--- config.mk ---
export PLATFORM = sky130hd
export DESIGN_NAME = subtractive_lagged_prng_unit
export DESIGN_NICKNAME = d
export VERILOG_FILES = /design/src/hw/rtl/slpu_pkg.sv /design/src/hw/rtl/slpu_cell.sv /design/src/hw/rtl/slpu_ctrl.sv /design/src/hw/rtl/subtractive_lagged_prng_unit.sv
export SDC_FILE = /design/constraint.sdc
export NUM_CORES = 2
export LEC_CHECK = 0
export ABC_AREA = 0
export BUFFER_PORTS_ARGS = -buffer_cell sky130_fd_sc_hd__buf_2
export CAP_MARGIN = 20
export CORE_ASPECT_RATIO = 1.25
export CORE_MARGIN = 2
export CORE_UTILIZATION = 40
export CTS_CLUSTER_SIZE = 30
export DETAILED_ROUTE_END_ITERATION = 16
export GPL_TIMING_DRIVEN = 0
export PLACE_DENSITY = 0.63
export SLEW_MARGIN = 10
export SYNTH_ARGS = -nofsm -noshare
export SYNTH_HDL_FRONTEND = slang
export SYNTH_SLANG_ARGS = --single-unit
--- constraint.sdc ---
create_clock -name clk -period 57.7 [get_ports clk]
set_clock_uncertainty 0.1 [all_clocks]
set_input_delay 14.425 -clock clk [delete_from_list [all_inputs] [get_ports clk]]
set_output_delay 14.425 -clock clk [all_outputs]
set_load 0.01 [all_outputs]
--- src/hw/rtl/slpu_pkg.sv ---
// slpu_pkg: shared types, constants and arithmetic helpers for the
// subtractive lagged random generator. No dependencies.
package slpu_pkg;

	localparam int WORD_W          = 30;
	localparam int SEED_W          = 31;
	localparam int TABLE_DEPTH_DEF = 55;
	localparam int LAG_GAP         = 31;
	localparam int FILL_STEP       = 21;
	localparam int MIX_PASSES      = 4;

	typedef logic [WORD_W-1:0] word_t;
	typedef logic [SEED_W-1:0] seed_t;

	localparam word_t MOD_BIG      = 30'd1000000000;
	localparam seed_t MOD_BIG_SEED = 31'd1000000000;
	localparam seed_t SEED_BASE    = 31'd161803398;
	localparam seed_t DEFAULT_SEED = 31'd23410981;
	localparam word_t WORD_ONE     = 30'd1;

	typedef enum logic [2:0] {
		ST_IDLE,
		ST_PREP,
		ST_FILL,
		ST_PERM,
		ST_MIX,
		ST_DRAW
	} state_t;

	// source of the word entering the tail of the chain
	typedef enum logic [1:0] {
		SRC_LAG,
		SRC_FILL,
		SRC_SEED,
		SRC_ONE
	} src_t;

	typedef struct packed {
		logic shift_en;
		logic perm_en;
		src_t src;
		logic draw;
	} chain_ctrl_t;

	// (a - b) mod 10^9 for a, b below 10^9
	function automatic word_t mod_sub(input word_t a, input word_t b);
		logic [WORD_W:0] d;
		d = {1'b0, a} - {1'b0, b};
		if (d[WORD_W]) begin
			return d[WORD_W-1:0] + MOD_BIG;
		end
		return d[WORD_W-1:0];
	endfunction

endpackage

--- src/hw/rtl/slpu_cell.sv ---
// slpu_cell: one table word of the lag chain. Shifts toward the head or
// takes a permuted load. Depends on slpu_pkg.
module slpu_cell
	import slpu_pkg::*;
(
	input  logic        clk,
	input  chain_ctrl_t ctl,
	input  word_t       shift_in,
	input  word_t       perm_in,
	output word_t       word
);

	word_t word_q;

	always_ff @(posedge clk) begin
		if (ctl.perm_en) begin
			word_q <= perm_in;
		end else if (ctl.shift_en) begin
			word_q <= shift_in;
		end
	end

	assign word = word_q;

endmodule

--- src/hw/rtl/slpu_ctrl.sv ---
// slpu_ctrl: request handshake, seed register and the seeding sequencer
// (prep, fill, permute, mix). Depends on slpu_pkg.
module slpu_ctrl
	import slpu_pkg::*;
#(
	parameter int TABLE_DEPTH = TABLE_DEPTH_DEF
) (
	input  logic        clk,
	input  logic        arst_n,
	input  logic        in_valid,
	output logic        in_ready,
	input  logic        restart,
	input  logic        out_free,
	input  logic        cfg_valid,
	output logic        cfg_ready,
	input  seed_t       seed_value,
	output chain_ctrl_t ctl,
	output word_t       seed_word
);

	localparam int MIX_STEPS = MIX_PASSES * TABLE_DEPTH;
	localparam int CNT_W     = $clog2(MIX_STEPS);
	localparam logic [CNT_W-1:0] FILL_LAST = CNT_W'(TABLE_DEPTH - 1);
	localparam logic [CNT_W-1:0] MIX_LAST  = CNT_W'(MIX_STEPS - 1);
	localparam logic [CNT_W-1:0] CNT_ONE   = CNT_W'(1);

	state_t           state_q, state_d;
	logic [CNT_W-1:0] cnt_q, cnt_d;
	seed_t            seed_q;
	seed_t            abs_q;
	seed_t            seed_eff;
	logic             seeded_q;
	logic             mix_done;

	assign seed_eff  = (seed_q == '0) ? DEFAULT_SEED : seed_q;
	assign seed_word = (abs_q >= MOD_BIG_SEED) ? WORD_W'(abs_q - MOD_BIG_SEED)
	                                           : abs_q[WORD_W-1:0];

	always_ff @(posedge clk or negedge arst_n) begin
		if (!arst_n) begin
			state_q  <= ST_IDLE;
			cnt_q    <= '0;
			seed_q   <= '0;
			seeded_q <= 1'b0;
		end else begin
			state_q <= state_d;
			cnt_q   <= cnt_d;
			if (cfg_valid && cfg_ready) begin
				seed_q   <= seed_value;
				seeded_q <= 1'b0;
			end else if (mix_done) begin
				seeded_q <= 1'b1;
			end
		end
	end

	// |161803398 - s|, reduced mod 10^9 on the first fill step
	always_ff @(posedge clk) begin
		if (state_q == ST_PREP) begin
			abs_q <= (seed_eff >= SEED_BASE) ? seed_eff - SEED_BASE : SEED_BASE - seed_eff;
		end
	end

	always_comb begin
		state_d      = state_q;
		cnt_d        = cnt_q;
		in_ready     = 1'b0;
		cfg_ready    = 1'b0;
		mix_done     = 1'b0;
		ctl.shift_en = 1'b0;
		ctl.perm_en  = 1'b0;
		ctl.src      = SRC_LAG;
		ctl.draw     = 1'b0;
		case (state_q)
			ST_IDLE: begin
				in_ready  = out_free;
				cfg_ready = 1'b1;
				if (in_valid && out_free) begin
					if (seeded_q && !restart) begin
						ctl.shift_en = 1'b1;
						ctl.draw     = 1'b1;
					end else begin
						state_d = ST_PREP;
					end
				end
			end
			ST_PREP: begin
				cnt_d   = '0;
				state_d = ST_FILL;
			end
			ST_FILL: begin
				ctl.shift_en = 1'b1;
				if (cnt_q == '0) begin
					ctl.src = SRC_SEED;
				end else if (cnt_q == CNT_ONE) begin
					ctl.src = SRC_ONE;
				end else begin
					ctl.src = SRC_FILL;
				end
				if (cnt_q == FILL_LAST) begin
					cnt_d   = '0;
					state_d = ST_PERM;
				end else begin
					cnt_d = cnt_q + CNT_ONE;
				end
			end
			ST_PERM: begin
				ctl.perm_en = 1'b1;
				cnt_d       = '0;
				state_d     = ST_MIX;
			end
			ST_MIX: begin
				ctl.shift_en = 1'b1;
				if (cnt_q == MIX_LAST) begin
					cnt_d    = '0;
					mix_done = 1'b1;
					state_d  = ST_DRAW;
				end else begin
					cnt_d = cnt_q + CNT_ONE;
				end
			end
			ST_DRAW: begin
				if (out_free) begin
					ctl.shift_en = 1'b1;
					ctl.draw     = 1'b1;
					state_d      = ST_IDLE;
				end
			end
			default: begin
				state_d = ST_IDLE;
			end
		endcase
	end

endmodule

--- src/hw/rtl/subtractive_lagged_prng_unit.sv ---
// Timing: a seeded request is drawn into the output register as it is taken; a request that seeds
// first (after reset, after a seed write, or with restart) runs prep, fill,
// permute, mix and draw in the cell chain; the draw waits for a free output.
// Throughput: one request and chain shift per cycle once seeded, if not stalled.
// Reset (arst_n, async low) clears control and seed; table is unseeded.
// Depends on slpu_pkg, slpu_cell, slpu_ctrl.
module subtractive_lagged_prng_unit
	import slpu_pkg::*;
#(
	parameter int TABLE_DEPTH = TABLE_DEPTH_DEF
) (
	input  logic  clk,
	input  logic  arst_n,
	input  logic  in_valid,
	output logic  in_ready,
	input  logic  restart,
	output logic  out_valid,
	input  logic  out_ready,
	output word_t random_value,
	input  logic  cfg_valid,
	output logic  cfg_ready,
	input  seed_t seed_value
);

	// Chain layout: cell j holds the table word at position lead+1+j (wrapping),
	// so cell 0 is the next leading word and cell LAG_GAP its trailing partner.
	// A draw shifts every cell toward the head and drops the difference into
	// the tail, which is the same position the head word came from. A mixing
	// pass over positions 1..55 is exactly 55 such steps, so mixing reuses it.

	chain_ctrl_t ctl;
	word_t       seed_word;
	word_t       cells [TABLE_DEPTH];
	word_t       op_a, op_b, diff, new_word;
	logic        out_valid_q;
	word_t       random_value_q;
	logic        out_free;

	assign out_free = !out_valid_q || out_ready;

	slpu_ctrl #(
		.TABLE_DEPTH (TABLE_DEPTH)
	) u_ctrl (
		.clk        (clk),
		.arst_n     (arst_n),
		.in_valid   (in_valid),
		.in_ready   (in_ready),
		.restart    (restart),
		.out_free   (out_free),
		.cfg_valid  (cfg_valid),
		.cfg_ready  (cfg_ready),
		.seed_value (seed_value),
		.ctl        (ctl),
		.seed_word  (seed_word)
	);

	// Fill: words enter in draw order x0, x1, ... with x(k+1) = x(k-1) - x(k),
	// taken from the last two cells. Draw and mix: head minus lag tap.
	always_comb begin
		if (ctl.src == SRC_FILL) begin
			op_a = cells[TABLE_DEPTH-2];
			op_b = cells[TABLE_DEPTH-1];
		end else begin
			op_a = cells[0];
			op_b = cells[LAG_GAP];
		end
	end

	assign diff = mod_sub(op_a, op_b);

	always_comb begin
		case (ctl.src)
			SRC_SEED: new_word = seed_word;
			SRC_ONE:  new_word = WORD_ONE;
			default:  new_word = diff;
		endcase
	end

	// After the fill cell k holds x(k). Position p takes x(21*p mod 55), so
	// the permute load puts x(21*(j+1) mod 55) into cell j in one step.
	for (genvar j = 0; j < TABLE_DEPTH; j++) begin : g_cell
		localparam int PERM_SRC = (FILL_STEP * (j + 1)) % TABLE_DEPTH;
		word_t shift_in;

		if (j == TABLE_DEPTH - 1) begin : g_tail
			assign shift_in = new_word;
		end else begin : g_body
			assign shift_in = cells[j+1];
		end

		slpu_cell u_cell (
			.clk      (clk),
			.ctl      (ctl),
			.shift_in (shift_in),
			.perm_in  (cells[PERM_SRC]),
			.word     (cells[j])
		);
	end

	// Output register: holds the result while it waits; a new request enters only once it is free or being taken.
	always_ff @(posedge clk or negedge arst_n) begin
		if (!arst_n) begin
			out_valid_q <= 1'b0;
		end else if (ctl.draw) begin
			out_valid_q <= 1'b1;
		end else if (out_ready) begin
			out_valid_q <= 1'b0;
		end
	end

	always_ff @(posedge clk) begin
		if (ctl.draw) begin
			random_value_q <= diff;
		end
	end

	assign out_valid    = out_valid_q;
	assign random_value = random_value_q;

endmodule

==> results.tsv <==
metric	value	unit
Synth-to-Final Area Change	12.98	%
post-DR vias/cell	5.237	
multi-input logic area	23210	µm²
antenna viol nets, final	0	
most used cell, CP	buf_2	
drt total wl	250400	µm
drt wl/cell	23.67	µm
first-pass GRT wire length	353000	µm
IO Count	70	
unrepaired setup endpoints after global routing	false	
Post-CTS Resized	0	
EDFF count, synth	1711	
post-synth top area share	66.47	%
pre-CTS worst setup slack	28.24	ns
Clock Pin Slew Worst Setup and Hold Paths	0.06	ns
final worst slack	28.23	ns
highest clock rate	0.03394	GHz
worst path bufs/invs	2	
Worst-Skew Late Latency	0.85	ns
core area	192300	µm²
total CTS buffers	174	
Port Buf Inserts	69	
Hold Buf Count CTS	0	
gr busiest metal	met2	
yosys warns	0	
CTS tree	done	
slowest CP cell	and2_1	
status	complete, no violations	
Hold Fails Final Rpt	0	
CP Capture Type	output pin	
gp weighted congestion	0.9768	
post-synthesis sequential area ratio	67.89	%
Mapped Area	77300	µm²
gate count after technology mapping	7594	
Max-slew headroom	19.54	%
Worst Tran Pin Value	1.207	ns
met1 usage	30.19	%
setup TNS	0	ns
root buffer cell	clkbuf_16	
DR vias	55400	
die height	495.5	µm
Detail Placement HPWL	191000	µm
Final #Nets	7953	
CP peak stage delay	0.15	ns
all-layer global routing usage	25.01	%
delay-heaviest family, CP	simple AND/OR/NAND/NOR gates	
# Post-CTS Setup Buffers	0	
synth top area cells	edfxtp_1, nand2_1, clkbuf_1	
Crit Path Max Fanout	2	
share of cells above drive strength 1	5.810	%
grt ovf	0	
H-tree Lvls	4	
filler instances	17810	
fin crit share	51.07	%
met3 GRT Util	3.657	%
Hold Path Class	reg2reg	
Hold WS	0.2916	ns
Yosys top cell by area	edfxtp_1	
post-layout minimum cycle time	29.47	ns
Critical Path AT	14.94	ns
element type at the critical path start	input pin	
Sink Count	1755	
max-slew violations	0	
max-cap violation count	0	
largest net degree at the start of global routing	68	
post-synthesis register bit count	1755	
initial antenna violation count	26	
initial core utilization	40.19	%
Initial DRT Pass Iterations	7	
number of global-route vias before repair	52700	
Total Die Area	196800	µm²
Mapped Nets	7671	
Reg area	52480	µm²
CTS Buffer Depth	3	
Data required, critical path	43.17	ns
Post-route DRC	0	
fraction of registers with async set/reset	2.507	%
GR Util met2	43.94	%
CP cell instances	buf_2, nand2b_1, and2_1, buf_2	
unique cell type count in the Yosys netlist	82	
syn avg cell area	10.18	µm²
initial DRC count	7474	
Crit Path Class	in2out	
endpoints failing setup	0	
die extent in x	397.2	µm
most used flip-flop cell after synthesis	edfxtp_1	
std cell rows	180	
==> state kept, by name, indices dropped and copies added, names as in the netlist <==
register / count
u_ctrl.cnt_q: 8
u_ctrl.seed_q: 31
u_ctrl.abs_q: 31
g_cell.u_cell.word: 1650
u_ctrl.state_q: 3
u_ctrl.seeded_q: 1
out_valid: 1
random_value: 30
==> metal layers <==
| metal | wire [µm] | share of wire (%) | up-vias |
|---|---|---|---|
| met4 | 12690 | 5.1 | 2 |
| met1 | 92040 | 37 | 26310 |
| li1 | - | - | 25740 |
| met3 | 20030 | 8.0 | 653 |
| met2 | 125600 | 50 | 2692 |
| met5 | 21 | 0.0084 | - |
==> placed cells by master (no fill, tap or decap), types with 37 or more instances in the layout <==
master     Yosys  final
o21ai_0       75     75
a21oi_1       93     93
clkbuf_16      0    177
nor2_1        93     92
nand2_1     4588   4588
xor2_1        37     37
dfrtp_1       44     44
edfxtp_1    1711   1711
buf_2         10     79
clkbuf_1     383    423
ha_1          39     39
mux2_2        63     63
xnor2_1       46     46
==> cell usage after synthesis (all sizes together), types with 7 or more instances <==
master	count
o211ai	14
nand2	4589
mux2i	34
nor3	22
xor2	37
or3	11
and2	12
nand3	31
nor2b	12
a21o	16
a21oi	95
a21boi	9
ha	39
dfrtp	44
buf	18
xnor2	46
a221o	7
a22oi	8
o31ai	8
o21a	11
mux2	64
inv	23
nor2	93
nor4	18
a221oi	19
and3	14
a31oi	10
o21ai	77
edfxtp	1711
nand4	15
clkbuf	386
or2	11
nand2b	16
==> final cells by class <==
class                      count  share of cell area (%)
tap                         2548                   3.650
sequential                  1755                   60.09
antenna                        9                 0.02579
multi-input combinational   5412                   26.58
buffer                       404                   1.768
clock buffer                 217                   5.243
clock inverter               103                   1.139
inverter                      23                 0.09885
timing repair buffer         106                   1.405
==> path summary, 6_finish.rpt <==
kind                                                     startpoint                              endpoint  slack, ns  depth (start not counted)
worst max-delay path                                      out_ready                              in_ready      28.23                          4
worst min-delay path            g_cell[44].u_cell.word[0]$_DFFE_PP_   g_cell[43].u_cell.word[0]$_DFFE_PP_       0.29                          0
worst max register to register          u_ctrl.cnt_q[0]$_DFFE_PN0P_  g_cell[54].u_cell.word[17]$_DFFE_PP_      50.20                         19
worst min register to register  g_cell[44].u_cell.word[0]$_DFFE_PP_   g_cell[43].u_cell.word[0]$_DFFE_PP_       0.29                          0
max in group asynchronous                                    arst_n           u_ctrl.cnt_q[5]$_DFFE_PN0P_      43.56                          2
min in group asynchronous                                    arst_n         u_ctrl.seed_q[15]$_DFFE_PN0P_      13.44                          1
==> cells by family after synthesis <==
family | after synthesis | share of synthesized area, %
buf+inv | 427 | 2.109
simple gates | 4866 | 24.25
xor+xnor | 83 | 0.9404
compound gates | 325 | 2.781
flops | 1755 | 67.89
fa+ha+maj | 40 | 0.6572
mux | 98 | 1.373
==> per-stage QoR <==
| stage | cells | area [µm²] | utilization, % |
|---|---|---|---|
| floorplan | 7594 | 77300 | - |
| detailed placement | 10250 | 81700 | 42.48 |
| CTS | 10570 | 87280 | 45.38 |
| finish | 10580 | 87340 | 45.41 |
| global route | 10570 | 87320 | 45.40 |
| global placement | 10210 | 80840 | 42.03 |
Power is not shown: default switching activity piles up to over one toggle a cycle in this logic, so the estimate is an artifact.
